[src/trpd_pkg.sv]
// ----------------------------------------------------------------------------
// trpd_pkg
// Shared types and constants of the run-length coded pixel stream decoder.
// ----------------------------------------------------------------------------
package trpd_pkg;

  // default upper bound on image width and height
  localparam int DEF_MAX_DIM = 4096;

  // hard cap given by the 12-bit coordinate fields
  localparam int COORD_CAP = 4096;

  // configuration register indexes
  localparam logic [2:0] CFG_BPP         = 3'd0;
  localparam logic [2:0] CFG_WIDTH       = 3'd1;
  localparam logic [2:0] CFG_HEIGHT      = 3'd2;
  localparam logic [2:0] CFG_TOP_FIRST   = 3'd3;
  localparam logic [2:0] CFG_RIGHT_FIRST = 3'd4;

  // configuration write data width (widest register)
  localparam int CFG_DW = 13;

  // register reset values
  localparam logic [2:0]  RST_BPP    = 3'd4;
  localparam logic [12:0] RST_WIDTH  = 13'd4096;
  localparam logic [12:0] RST_HEIGHT = 13'd4096;

  // raw configuration register contents
  typedef struct packed {
    logic [2:0]  bpp;
    logic [12:0] width;
    logic [12:0] height;
    logic        top_first;
    logic        right_first;
  } cfg_t;

  // controller to datapath
  typedef struct packed {
    logic accept;    // input word taken this cycle
    logic seg_load;  // compute next segment into the output register
  } cmd_t;

  // datapath to controller
  typedef struct packed {
    logic emit_req;  // accepted word completes a pixel that must be placed
    logic seg_last;  // segment being loaded is the final one of the pixel
  } status_t;

endpackage

[src/trpd_ctrl.sv]
// ----------------------------------------------------------------------------
// trpd_ctrl
// Controller: input handshake, segment issue sequencing and output valid.
// ----------------------------------------------------------------------------
module trpd_ctrl (
  input  logic              clk,
  input  logic              rst_n,
  input  logic              in_tvalid,
  output logic              in_tready,
  output logic              out_tvalid,
  input  logic              out_tready,
  input  trpd_pkg::status_t st,
  output trpd_pkg::cmd_t    cmd
);
  import trpd_pkg::*;

  typedef enum logic [1:0] {
    S_IDLE = 2'b01,
    S_EMIT = 2'b10
  } state_t;

  state_t state_r, state_nxt;
  logic   out_valid_r, out_valid_nxt;
  logic   out_free;

  // handshake and commands
  assign in_tready    = (state_r == S_IDLE);
  assign out_free     = !out_valid_r || out_tready;
  assign cmd.accept   = in_tvalid && in_tready;
  assign cmd.seg_load = (state_r == S_EMIT) && out_free;
  assign out_tvalid   = out_valid_r;

  // next state
  always_comb begin
    state_nxt = state_r;
    unique case (state_r)
      S_IDLE: begin
        if (cmd.accept && st.emit_req) state_nxt = S_EMIT;
      end
      S_EMIT: begin
        if (cmd.seg_load && st.seg_last) state_nxt = S_IDLE;
      end
      default: state_nxt = S_IDLE;
    endcase
  end

  // output register valid
  always_comb begin
    if (cmd.seg_load) begin
      out_valid_nxt = 1'b1;
    end else if (out_tready) begin
      out_valid_nxt = 1'b0;
    end else begin
      out_valid_nxt = out_valid_r;
    end
  end

  always_ff @(posedge clk) begin
    if (!rst_n) begin
      state_r     <= S_IDLE;
      out_valid_r <= 1'b0;
    end else begin
      state_r     <= state_nxt;
      out_valid_r <= out_valid_nxt;
    end
  end

`ifndef SYNTH
  a_load_sets_valid: assert property (@(posedge clk) disable iff (!rst_n)
    cmd.seg_load |=> out_tvalid)
    else $error("segment load did not raise output valid");

  a_last_to_idle: assert property (@(posedge clk) disable iff (!rst_n)
    cmd.seg_load && st.seg_last |=> in_tready)
    else $error("final segment did not return to input");

  a_no_load_idle: assert property (@(posedge clk) disable iff (!rst_n)
    cmd.accept |-> !cmd.seg_load)
    else $error("segment load while taking input");
`endif

endmodule

[src/trpd_dpath.sv]
// ----------------------------------------------------------------------------
// trpd_dpath
// Datapath: packet parsing, pixel assembly, scan position and row segments.
// ----------------------------------------------------------------------------
module trpd_dpath #(
  parameter int MAX_DIM = trpd_pkg::DEF_MAX_DIM
) (
  input  logic               clk,
  input  logic               rst_n,
  input  trpd_pkg::cfg_t     cfg,
  input  trpd_pkg::cmd_t     cmd,
  output trpd_pkg::status_t  st,
  input  logic [7:0]         in_byte,
  input  logic               in_sof,
  output logic [31:0]        out_value,
  output logic [11:0]        out_x,
  output logic [11:0]        out_y,
  output logic [7:0]         out_run,
  output logic               out_done,
  output logic               out_last
);
  import trpd_pkg::*;

  localparam int          DimCap  = (MAX_DIM < COORD_CAP) ? MAX_DIM : COORD_CAP;
  localparam logic [12:0] DimMax  = 13'(DimCap);
  localparam logic [11:0] RstRow  = 12'(DimCap - 1);

  // decoder state
  logic        expect_r, expect_nxt;
  logic        repeat_r, repeat_nxt;
  logic [7:0]  left_r, left_nxt;
  logic [1:0]  bidx_r, bidx_nxt;
  logic [31:0] gather_r, gather_nxt;
  logic [11:0] cur_x_r, cur_x_nxt;
  logic [11:0] cur_y_r, cur_y_nxt;
  logic [12:0] rows_r, rows_nxt;
  logic        fin_r, fin_nxt;
  logic [7:0]  nrem_r, nrem_nxt;
  logic [31:0] value_r, value_nxt;

  // output register
  logic [31:0] o_value_r;
  logic [11:0] o_x_r, o_y_r;
  logic [7:0]  o_run_r;
  logic        o_done_r, o_last_r;

  // effective configuration
  logic [12:0] eff_w, eff_h;
  logic [2:0]  eff_bpp;
  logic [11:0] start_col, start_row;

  // accept path
  logic        hdr_eff, rep_eff, fin_eff;
  logic [1:0]  bidx_eff;
  logic [7:0]  left_eff, n_pix;
  logic [31:0] gather_eff, gather_or;
  logic [2:0]  bidx_inc;
  logic        pix_done;

  // segment path
  logic [12:0] cx13, room, n13, seg13, rows_inc;
  logic [7:0]  seg, rem_after;
  logic        row_end, seg_done;

  // clamp registers into range
  always_comb begin
    eff_w = cfg.width;
    if (eff_w > DimMax) eff_w = DimMax;
    if (eff_w < 13'd4)  eff_w = 13'd4;
    eff_h = cfg.height;
    if (eff_h > DimMax) eff_h = DimMax;
    if (eff_h < 13'd1)  eff_h = 13'd1;
    eff_bpp = cfg.bpp;
    if (eff_bpp < 3'd1) eff_bpp = 3'd1;
    if (eff_bpp > 3'd4) eff_bpp = 3'd4;
  end

  assign start_col = cfg.right_first ? 12'(eff_w - 13'd1) : 12'd0;
  assign start_row = cfg.top_first   ? 12'd0 : 12'(eff_h - 13'd1);

  // byte parsing, with a restart folded in
  assign hdr_eff    = in_sof ? 1'b1  : expect_r;
  assign rep_eff    = in_sof ? 1'b0  : repeat_r;
  assign fin_eff    = in_sof ? 1'b0  : fin_r;
  assign bidx_eff   = in_sof ? 2'd0  : bidx_r;
  assign left_eff   = in_sof ? 8'd0  : left_r;
  assign gather_eff = in_sof ? 32'd0 : gather_r;
  assign gather_or  = gather_eff | (32'(in_byte) << {bidx_eff, 3'b000});
  assign bidx_inc   = {1'b0, bidx_eff} + 3'd1;
  assign pix_done   = !hdr_eff && (bidx_inc >= eff_bpp);

  always_comb begin
    n_pix = rep_eff ? left_eff : 8'd1;
    if (n_pix == 8'd0) n_pix = 8'd1;
  end

  assign st.emit_req = pix_done && !fin_eff;

  // segment of the current run that fits in the row
  assign cx13 = {1'b0, cur_x_r};
  assign n13  = {5'b0, nrem_r};
  always_comb begin
    if (cfg.right_first) begin
      room = cx13 + 13'd1;
    end else if (cx13 < eff_w) begin
      room = eff_w - cx13;
    end else begin
      room = 13'd1;
    end
  end
  assign seg13     = (n13 < room) ? n13 : room;
  assign seg       = seg13[7:0];
  assign row_end   = (n13 >= room);
  assign rows_inc  = rows_r + 13'd1;
  assign seg_done  = row_end && (rows_inc >= eff_h);
  assign rem_after = nrem_r - seg;
  assign st.seg_last = (rem_after == 8'd0) || seg_done;

  // next state
  always_comb begin
    expect_nxt = expect_r;
    repeat_nxt = repeat_r;
    left_nxt   = left_r;
    bidx_nxt   = bidx_r;
    gather_nxt = gather_r;
    cur_x_nxt  = cur_x_r;
    cur_y_nxt  = cur_y_r;
    rows_nxt   = rows_r;
    fin_nxt    = fin_r;
    nrem_nxt   = nrem_r;
    value_nxt  = value_r;
    if (cmd.accept) begin
      // restart to the start position of the current orientation
      if (in_sof) begin
        cur_x_nxt = start_col;
        cur_y_nxt = start_row;
        rows_nxt  = 13'd0;
        fin_nxt   = 1'b0;
      end
      if (hdr_eff) begin
        repeat_nxt = in_byte[7];
        left_nxt   = {1'b0, in_byte[6:0]} + 8'd1;
        bidx_nxt   = 2'd0;
        gather_nxt = 32'd0;
        expect_nxt = 1'b0;
      end else if (!pix_done) begin
        repeat_nxt = rep_eff;
        left_nxt   = left_eff;
        bidx_nxt   = bidx_inc[1:0];
        gather_nxt = gather_or;
        expect_nxt = 1'b0;
      end else begin
        repeat_nxt = rep_eff;
        value_nxt  = gather_or;
        gather_nxt = 32'd0;
        bidx_nxt   = 2'd0;
        nrem_nxt   = n_pix;
        left_nxt   = (left_eff > n_pix) ? left_eff - n_pix : 8'd0;
        expect_nxt = !(left_eff > n_pix);
      end
    end else if (cmd.seg_load) begin
      nrem_nxt = seg_done ? 8'd0 : rem_after;
      if (row_end) begin
        cur_x_nxt = start_col;
        cur_y_nxt = cfg.top_first ? cur_y_r + 12'd1 : cur_y_r - 12'd1;
        rows_nxt  = rows_inc;
        if (seg_done) fin_nxt = 1'b1;
      end else if (cfg.right_first) begin
        cur_x_nxt = cur_x_r - {4'b0, seg};
      end else begin
        cur_x_nxt = cur_x_r + {4'b0, seg};
      end
    end
  end

  // decoder state registers
  always_ff @(posedge clk) begin
    if (!rst_n) begin
      expect_r <= 1'b1;
      repeat_r <= 1'b0;
      left_r   <= 8'd0;
      bidx_r   <= 2'd0;
      gather_r <= 32'd0;
      cur_x_r  <= 12'd0;
      cur_y_r  <= RstRow;
      rows_r   <= 13'd0;
      fin_r    <= 1'b0;
      nrem_r   <= 8'd0;
    end else begin
      expect_r <= expect_nxt;
      repeat_r <= repeat_nxt;
      left_r   <= left_nxt;
      bidx_r   <= bidx_nxt;
      gather_r <= gather_nxt;
      cur_x_r  <= cur_x_nxt;
      cur_y_r  <= cur_y_nxt;
      rows_r   <= rows_nxt;
      fin_r    <= fin_nxt;
      nrem_r   <= nrem_nxt;
    end
  end

  // pixel word and output payload
  always_ff @(posedge clk) begin
    value_r <= value_nxt;
    if (cmd.seg_load) begin
      o_value_r <= value_r;
      o_x_r     <= cur_x_r;
      o_y_r     <= cur_y_r;
      o_run_r   <= seg;
      o_done_r  <= seg_done;
      o_last_r  <= st.seg_last;
    end
  end

  assign out_value = o_value_r;
  assign out_x     = o_x_r;
  assign out_y     = o_y_r;
  assign out_run   = o_run_r;
  assign out_done  = o_done_r;
  assign out_last  = o_last_r;

`ifndef SYNTH
  a_seg_range: assert property (@(posedge clk) disable iff (!rst_n)
    cmd.seg_load |-> (seg != 8'd0) && (seg <= nrem_r))
    else $error("segment length out of range");

  a_done_finishes: assert property (@(posedge clk) disable iff (!rst_n)
    cmd.seg_load && seg_done |=> fin_r)
    else $error("image done without finish flag");

  a_more_left: assert property (@(posedge clk) disable iff (!rst_n)
    cmd.seg_load && !st.seg_last |=> (nrem_r != 8'd0) && !fin_r)
    else $error("run continues with nothing left");
`endif

endmodule

[src/tga_rle_pixel_decoder.sv]
// ----------------------------------------------------------------------------
// tga_rle_pixel_decoder
// Run-length coded TGA pixel stream decoder producing row segments.
// ----------------------------------------------------------------------------
//  channel  dir  tdata                                         tuser / tlast
//  in_      in   [7:0] data_byte                               tuser start_of_image
//  out_     out  [31:0] value [43:32] x [55:44] y [63:56] run  tuser image_done,
//                                                              tlast last_of_item
//  cfg_     in   we, addr = register index, wdata [12:0]       -
//
// A header byte or a byte inside a pixel leaves the input ready for the next
// byte. A byte that completes a pixel, unless the image is done, is followed by
// its row segments from the segment unit (at most 33), input held meanwhile.
// Output stalls hold the segment unit; no clearing pass after reset. Synchronous active-low
// reset returns control, decoder and config registers to their reset values, not pixel word or payload.
// ----------------------------------------------------------------------------
module tga_rle_pixel_decoder #(
  parameter int MAX_DIM = trpd_pkg::DEF_MAX_DIM
) (
  input  logic                       clk,
  input  logic                       rst_n,
  input  logic                       in_tvalid,
  output logic                       in_tready,
  input  logic [7:0]                 in_tdata,   // data_byte
  input  logic [0:0]                 in_tuser,   // start_of_image
  output logic                       out_tvalid,
  input  logic                       out_tready,
  output logic [63:0]                out_tdata,  // pixel_value, pixel_x, pixel_y, run_length
  output logic [0:0]                 out_tuser,  // image_done
  output logic                       out_tlast,
  input  logic                       cfg_we,
  input  logic [2:0]                 cfg_addr,
  input  logic [trpd_pkg::CFG_DW-1:0] cfg_wdata
);
  import trpd_pkg::*;

  cfg_t        cfg_r;
  cmd_t        cmd;
  status_t     st;
  logic [31:0] o_value;
  logic [11:0] o_x, o_y;
  logic [7:0]  o_run;
  logic        o_done, o_last;

  // configuration registers
  always_ff @(posedge clk) begin
    if (!rst_n) begin
      cfg_r.bpp         <= RST_BPP;
      cfg_r.width       <= RST_WIDTH;
      cfg_r.height      <= RST_HEIGHT;
      cfg_r.top_first   <= 1'b0;
      cfg_r.right_first <= 1'b0;
    end else if (cfg_we) begin
      unique case (cfg_addr)
        CFG_BPP:         cfg_r.bpp         <= cfg_wdata[2:0];
        CFG_WIDTH:       cfg_r.width       <= cfg_wdata[12:0];
        CFG_HEIGHT:      cfg_r.height      <= cfg_wdata[12:0];
        CFG_TOP_FIRST:   cfg_r.top_first   <= cfg_wdata[0];
        CFG_RIGHT_FIRST: cfg_r.right_first <= cfg_wdata[0];
        default: ;
      endcase
    end
  end

  // controller
  trpd_ctrl u_ctrl (
    .clk        (clk),
    .rst_n      (rst_n),
    .in_tvalid  (in_tvalid),
    .in_tready  (in_tready),
    .out_tvalid (out_tvalid),
    .out_tready (out_tready),
    .st         (st),
    .cmd        (cmd)
  );

  // datapath
  trpd_dpath #(
    .MAX_DIM (MAX_DIM)
  ) u_dpath (
    .clk       (clk),
    .rst_n     (rst_n),
    .cfg       (cfg_r),
    .cmd       (cmd),
    .st        (st),
    .in_byte   (in_tdata),
    .in_sof    (in_tuser[0]),
    .out_value (o_value),
    .out_x     (o_x),
    .out_y     (o_y),
    .out_run   (o_run),
    .out_done  (o_done),
    .out_last  (o_last)
  );

  // output packing
  assign out_tdata = {o_run, o_y, o_x, o_value};
  assign out_tuser = o_done;
  assign out_tlast = o_last;

endmodule
[config.mk]
export PLATFORM = sky130hd
export DESIGN_NAME = tga_rle_pixel_decoder
export DESIGN_NICKNAME = d
export VERILOG_FILES = /design/src/trpd_pkg.sv /design/src/trpd_ctrl.sv /design/src/trpd_dpath.sv /design/src/tga_rle_pixel_decoder.sv
export SDC_FILE = /design/constraint.sdc
export NUM_CORES = 1
export LEC_CHECK = 0
export BUFFER_PORTS_ARGS = -buffer_cell sky130_fd_sc_hd__buf_2
export CAP_MARGIN = 10
export CORE_ASPECT_RATIO = 0.9
export CORE_MARGIN = 3
export CORE_UTILIZATION = 25
export CTS_CLUSTER_DIAMETER = 50
export CTS_CLUSTER_SIZE = 12
export DETAILED_ROUTE_END_ITERATION = 7
export SLEW_MARGIN = 20
export SYNTH_ARGS = -nofsm -noshare
export SYNTH_HDL_FRONTEND = slang
export SYNTH_SLANG_ARGS = --single-unit
[constraint.sdc]
create_clock -name clk -period 14.3 [get_ports clk]
set_input_delay 2.86 -clock clk [delete_from_list [all_inputs] [get_ports clk]]
set_output_delay 2.86 -clock clk [all_outputs]
set_load 0.005 [all_outputs]
Yosys cells after proc, flatten, opt, wreduce, memory -nomap -nowiden --
Cells that the tools add are included.
Word-level totals: bits in registers 222, word-level logic and storage cells 151
Operators by class: $add $sub $neg 13, magnitude comparators 12, equality and inequality tests 11, shift-type cells 1, multiplexer cells 57, bitwise operators 2, reductions and logical operators 31
Operators with widths (count):
- $mux W12 | 12
- $mux W13 | 10
- $mux W32 | 3
- $mux W8 | 12
- $sub A12 B1 Y12 const B | 3
- $or A32 B32 Y32 | 1
- $shl A8 B5 Y32 | 1
- $gt A13 B13 Y1 const B | 2
- $logic_not A8 Y1 | 2
- $sub A8 B8 Y8 | 2
- $reduce_and A2 Y1 | 7
- $add A12 B1 Y13 const B | 1
- $add A13 B1 Y13 const B | 1
- $ge A13 B13 Y1 | 1
- $ge A8 B13 Y1 | 1
- $lt A12 B13 Y1 | 1
- $lt A13 B1 Y1 const B | 1
- $lt A13 B3 Y1 const B | 1
- $lt A8 B13 Y1 | 1
- $sub A13 B12 Y13 | 1
- $add A12 B1 Y12 const B | 1
- $add A12 B8 Y12 | 1
- $mux W1 | 12
- $reduce_and A3 Y1 | 4
- 23 further kinds | 45

Longest topological paths before layout --
depth after elaboration 15, gate-level depth with buffers 37, gate-level depth less buffers 34

By module --
A second synthesis with hierarchy kept.
Second synthesis, totals: cells, all modules 1394, area, all modules 12966.2 um2
By module, submodules not included:
- trpd_dpath | instances 1, cells each 1258, area each 11593.6 um2
- tga_rle_pixel_decoder | instances 1, cells each 121, area each 1224.9 um2
- trpd_ctrl | instances 1, cells each 15, area each 147.6 um2

Least setup slack after synthesis --
No wires, ideal clock.
kind input to register, start input in_tuser, end register u_ctrl.state_r[0], library setup time 0.116 ns, arrival 6.850 ns, required time 14.184 ns, path slack 7.334 ns, stages on the path 14, buffers on the path 3, cell sequence clkbuf_1 buf_1 clkbuf_1 nor2b_1 ha_1 ha_1 a21oi_1 inv_1 a21oi_1 nor2_1 o21ai_0 nand2_1 nand2_1 a31o_1
Between the ends: cells in the longest elaborated chain, start to end 8, elaborated cells between the ends (all ways) 12
Ends and longest elaborated chain:
- from (decl) | RTL line tga_rle_pixel_decoder.sv:25 | input logic [0:0] in_tuser,
- $mux W2 | RTL line trpd_dpath.sv:85 | assign bidx_eff = in_sof ? 2'd0 : bidx_r;
- $add A2 B1 Y3 | RTL line trpd_dpath.sv:89 | assign bidx_inc = {1'b0, bidx_eff} + 3'd1;
- $ge A3 B3 Y1 | RTL line trpd_dpath.sv:90 | assign pix_done = !hdr_eff && (bidx_inc >= eff_bpp);
- $logic_and A1 B1 Y1 | RTL line trpd_dpath.sv:90
- $logic_and A1 B1 Y1 (*) | RTL line trpd_dpath.sv:97 | assign st.emit_req = pix_done && !fin_eff;
- $logic_and A1 B1 Y1 (*) | RTL line trpd_ctrl.sv:38 | if (cmd.accept && st.emit_req) state_nxt = S_EMIT;
- $ne A2 B2 Y1 (no line) (*)
- $reduce_and A2 Y1 (no line) (*)
- to (signal assigned) | RTL line trpd_ctrl.sv:63 | state_r <= state_nxt;
- to (decl) | RTL line trpd_ctrl.sv:22 | state_t state_r, state_nxt;
Every way passes the cells marked *; elsewhere a longest branch is shown, timed or not. A chain may end at the register's enable or synchronous reset.

Worst setup path after layout --
start register cfg_r[22] (netlist name), end register u_dpath.cur_x_r[11]
Between the ends: cells in the longest elaborated chain, start to end 14, elaborated cells between the ends (all ways) 20
Ends and longest elaborated chain:
- from (decl) | RTL line tga_rle_pixel_decoder.sv:37 | cfg_t cfg_r;
- $gt A13 B13 Y1 | RTL line trpd_dpath.sv:68 | if (eff_w > DimMax) eff_w = DimMax;
- $mux W13 (*) | RTL line trpd_dpath.sv:68
- $lt A13 B3 Y1 | RTL line trpd_dpath.sv:69 | if (eff_w < 13'd4) eff_w = 13'd4;
- $mux W13 (*) | RTL line trpd_dpath.sv:69
- $sub A13 B12 Y13 or $lt A12 B13 Y1 (tied branches) | RTL line trpd_dpath.sv:106, trpd_dpath.sv:105
- $mux W13 (*) | RTL line trpd_dpath.sv:105 | end else if (cx13 < eff_w) begin
- $mux W13 (*) | RTL line trpd_dpath.sv:103 | if (cfg.right_first) begin
- $lt A8 B13 Y1 | RTL line trpd_dpath.sv:111 | assign seg13 = (n13 < room) ? n13 : room;
- $mux W8 (*) | RTL line trpd_dpath.sv:111
- net u_dpath.seg13[1] | RTL line trpd_dpath.sv:61 | logic [12:0] cx13, room, n13, seg13, rows_inc;
- $add A12 B8 Y12 or $sub A12 B8 Y12 (tied branches) | RTL line trpd_dpath.sv:171, trpd_dpath.sv:169
- $mux W12 (*) | RTL line trpd_dpath.sv:168 | end else if (cfg.right_first) begin
- $mux W12 (*) | RTL line trpd_dpath.sv:163 | if (row_end) begin
- $mux W12 (*) | RTL line trpd_dpath.sv:161 | end else if (cmd.seg_load) begin
- $mux W12 (*) | RTL line trpd_dpath.sv:132 | if (cmd.accept) begin
- to (signal assigned) | RTL line trpd_dpath.sv:195 | cur_x_r <= cur_x_nxt;
- to (decl) | RTL line trpd_dpath.sv:34 | logic [11:0] cur_x_r, cur_x_nxt;
Mark *: on every way through the listed nets, which the timed path passes. The rest lies on a longest branch. The select of a mux whose other input is x is not followed.

==> flow_summary.toml <==
[pwr]
ir_drop_mv = 0.0957
pwr_density_cell_nw_per_um2 = 113
p_leak_uw = 0.00559

[die]
core_region_area_um2 = 50800
dieArea_um2 = 54600
io_pins = 98
die_w_um = 246
die_y_um = 222
rows = 78
start_util_pct = 25.5

[route]
drc = 0
drt_pass1_iterations = 5
wire_per_inst_um = 17.1
vias = 10900
routed_wl_mm = 37.1
antenna_left = 0
dr.first_iter.drc_count = 960
viasPerCell = 5.03

[clock_tree]
clockBufferDepth = 3
cts_tree = "built"
numCtsBuffers = 30
ctsResizeCount = 0
cts.clk_slew.worst_paths_ns = 0.06
clkSinkCount = 222
postCtsSetupRepairBufs = 0
clkLatencyLatePin_ns = 0.57
clock-root-buffer = "clkbuf_16"
h-tree-depth = 1
cts_hold_buf = 0

[flow_run]
cap_violations = 0

[place]
dpl.hpwl_mm = 26.5
portBuffers = 97
place_congestion = 0.877

[synth]
synth_top_area_share_pct = 22.7
synth_warnings = 0
synth_seq_cells = 222
async_flop_share_pct = 0
synth_common_cells = "nand2_1, dfxtp_1, edfxtp_1, a21oi_1, nor2_1"
syn-num-nets = 1514
synth_area_leaders = "edfxtp_1, dfxtp_1, ha_1, nand2_1, a21oi_1"
synth-edff-count = 98
yosys.area.top_type = "edfxtp_1"
ys_types = 79
synth_most_common_cell = "nand2_1"
ys.flop_type = "dfxtp_1"
synth_area_per_cell_um2 = 9.26
synthCells = 1400
synth_area_um2 = 13000
yosysSeqAreaShare_pct = 41.9

[critical_path]
rr_startpoint = "cfg_r[22]"
cp-startpoint = "cfg_r[22]"
r2r_slack_ns = 6.25
crit_top_cell = "ha_1"
cp.arrival_ns = 8.54
cp_slowest_stage_delay_ns = 0.76
crit_fanout = 13
cp.required_ns = 14.79
end_kind = "flop"
start_kind = "flop"
critPathKind = "flop to flop"
cp_slowest_cell = "nor4_1"

[global_routing]
grt-ovfl-total = 0
first_global_vias = 10600
antenna_found_initial = 0
grt_use_total_pct = 13.1
grt_pass1_wl_mm = 58.4
grt_max_degree = 95

[timing]
hold_violations = 0
worst_slew_pin_slew_ns = 1.02
relSlewSlack_pct = 32.2
tns_ns = 0
clock.fmax_mhz = 124
clock_skew_ns = 0.0102
finalSetupViolCount = 0
post-route-min-period_ns = 8.05
min_period_over_period_pct = 56.3
rsz0062_at_grt = "false"
slew_violations = 0

[finish]
layout.nets = 1583
fin_util_pct = 29.8
antennaDiodeCount = 0
syn_to_final_growth_pct = 17.0
n_fill_cell = 5246
drive_gt1_share_pct = 12.6

[worst_hold_path]
min_path_type = "flop to flop"
min_from = "u_dpath.value_r[20]"

[status]
status = "finished, final reports clean"
## cell usage in the layout (no fill, tap or decap), types with 33 or more instances in the layout
cell type | synthesis | routed
a22oi_1 | 44 | 44
xor2_1 | 38 | 38
edfxtp_1 | 98 | 98
xnor2_1 | 36 | 36
o21ai_0 | 62 | 62
nor3_1 | 35 | 34
dfxtp_1 | 124 | 124
nor2_1 | 81 | 80
ha_1 | 79 | 79
nand3_1 | 33 | 33
nor2b_1 | 74 | 74
buf_2 | 8 | 97
inv_1 | 53 | 52
nand2_1 | 141 | 141
a21oi_1 | 97 | 96
## registers in the layout, summed over array words and instances (netlist names)
register           flops
u_dpath.value_r       32
cfg_r                 31
u_dpath.bidx_r         2
u_dpath.out_last       1
u_dpath.cur_y_r       12
u_dpath.repeat_r       1
u_dpath.expect_r       1
u_dpath.cur_x_r       12
u_dpath.out_run        8
u_dpath.out_y         12
u_dpath.out_value     32
u_dpath.out_x         12
u_ctrl.out_tvalid      1
u_dpath.out_done       1
u_dpath.left_r         8
u_dpath.rows_r        13
u_dpath.nrem_r         8
u_dpath.fin_r          1
u_ctrl.state_r         2
u_dpath.gather_r      32
## critical path: cells and delay by family (launching register included)
family,cells,cell delay (ns)
AOI/OAI and AO/OA,14,3.19
DFF,1,0.34
adders and majority gates,4,1.25
buffers and inverters,1,0.16
xor gates and xnor gates,2,0.29
and+or+nand+nor,11,2.76
## metal layers
| metal | vias to the layer above | share of wire, % | global-route usage, % |
|---|---|---|---|
| met2 | 319 | 45 | 21.1 |
| met4 | 0 | 2.2 | 3.92 |
| li1 | 5266 | - | - |
| met3 | 58 | 5.0 | 1.74 |
| met1 | 5278 | 48 | 18.2 |
| met5 | - | 0 | 0 |
## final cells by class
| cell class | instances | area (um2) | share of cell area (%) |
|---|---|---|---|
| inverter | 53 | 199 | 1.31 |
| multi-input combinational | 1056 | 7050 | 46.5 |
| tap | 680 | 851 | 5.61 |
| clock inverter | 21 | 284 | 1.87 |
| timing repair buffer | 106 | 573 | 3.78 |
| clock buffer | 35 | 779 | 5.14 |
| sequential | 222 | 5430 | 35.8 |
## cells by family (layout without fill, tap and decap cells)
kind of cell / after synthesis / after routing / synth area share, %
compound gates: 406 / 406 / 21.2
xor+xnor: 74 / 74 / 5.00
fa+ha+maj: 84 / 84 / 8.40
buf+inv: 122 / 215 / 3.87
flops: 222 / 222 / 41.9
mux: 16 / 16 / 1.26
simple gates: 476 / 476 / 18.3
## final timing paths
check	endpoint	cells after the start
worst max-delay path	u_dpath.cur_x_r[11]	32
worst min-delay path	u_dpath.out_value[20]	0
worst max register to register	u_dpath.cur_x_r[11]	32
worst min register to register	u_dpath.out_value[20]	0
## metrics by stage
| step | instance area (um2) | setup slack (ns) | total power, uW | cells | hold slack [ns] |
|---|---|---|---|---|---|
| floorplan | 13000 | 7.33 | 867 | 1400 | 0.400 |
| global placement | 14100 | 6.60 | 921 | 2116 | 0.405 |
| detailed placement | 14100 | 6.46 | 924 | 2116 | 0.405 |
| CTS | 15100 | 6.40 | 1720 | 2172 | 0.418 |
| global route | 15200 | 5.53 | 1780 | 2173 | 0.420 |
| finish | 15200 | 6.25 | 1710 | 2173 | 0.416 |
## power breakdown
| group | internal [uW] | leakage [uW] | switching [uW] | total, uW |
|---|---|---|---|---|
| sequential | 669 | 0.00179 | 14.2 | 683 |
| combinational | 88.8 | 0.00328 | 144 | 233 |
| clock | 487 | 0.000523 | 303 | 790 |
| total | 1240 | 0.00559 | 461 | 1710 |
Note: power is estimated with default switching activity, not from simulation.
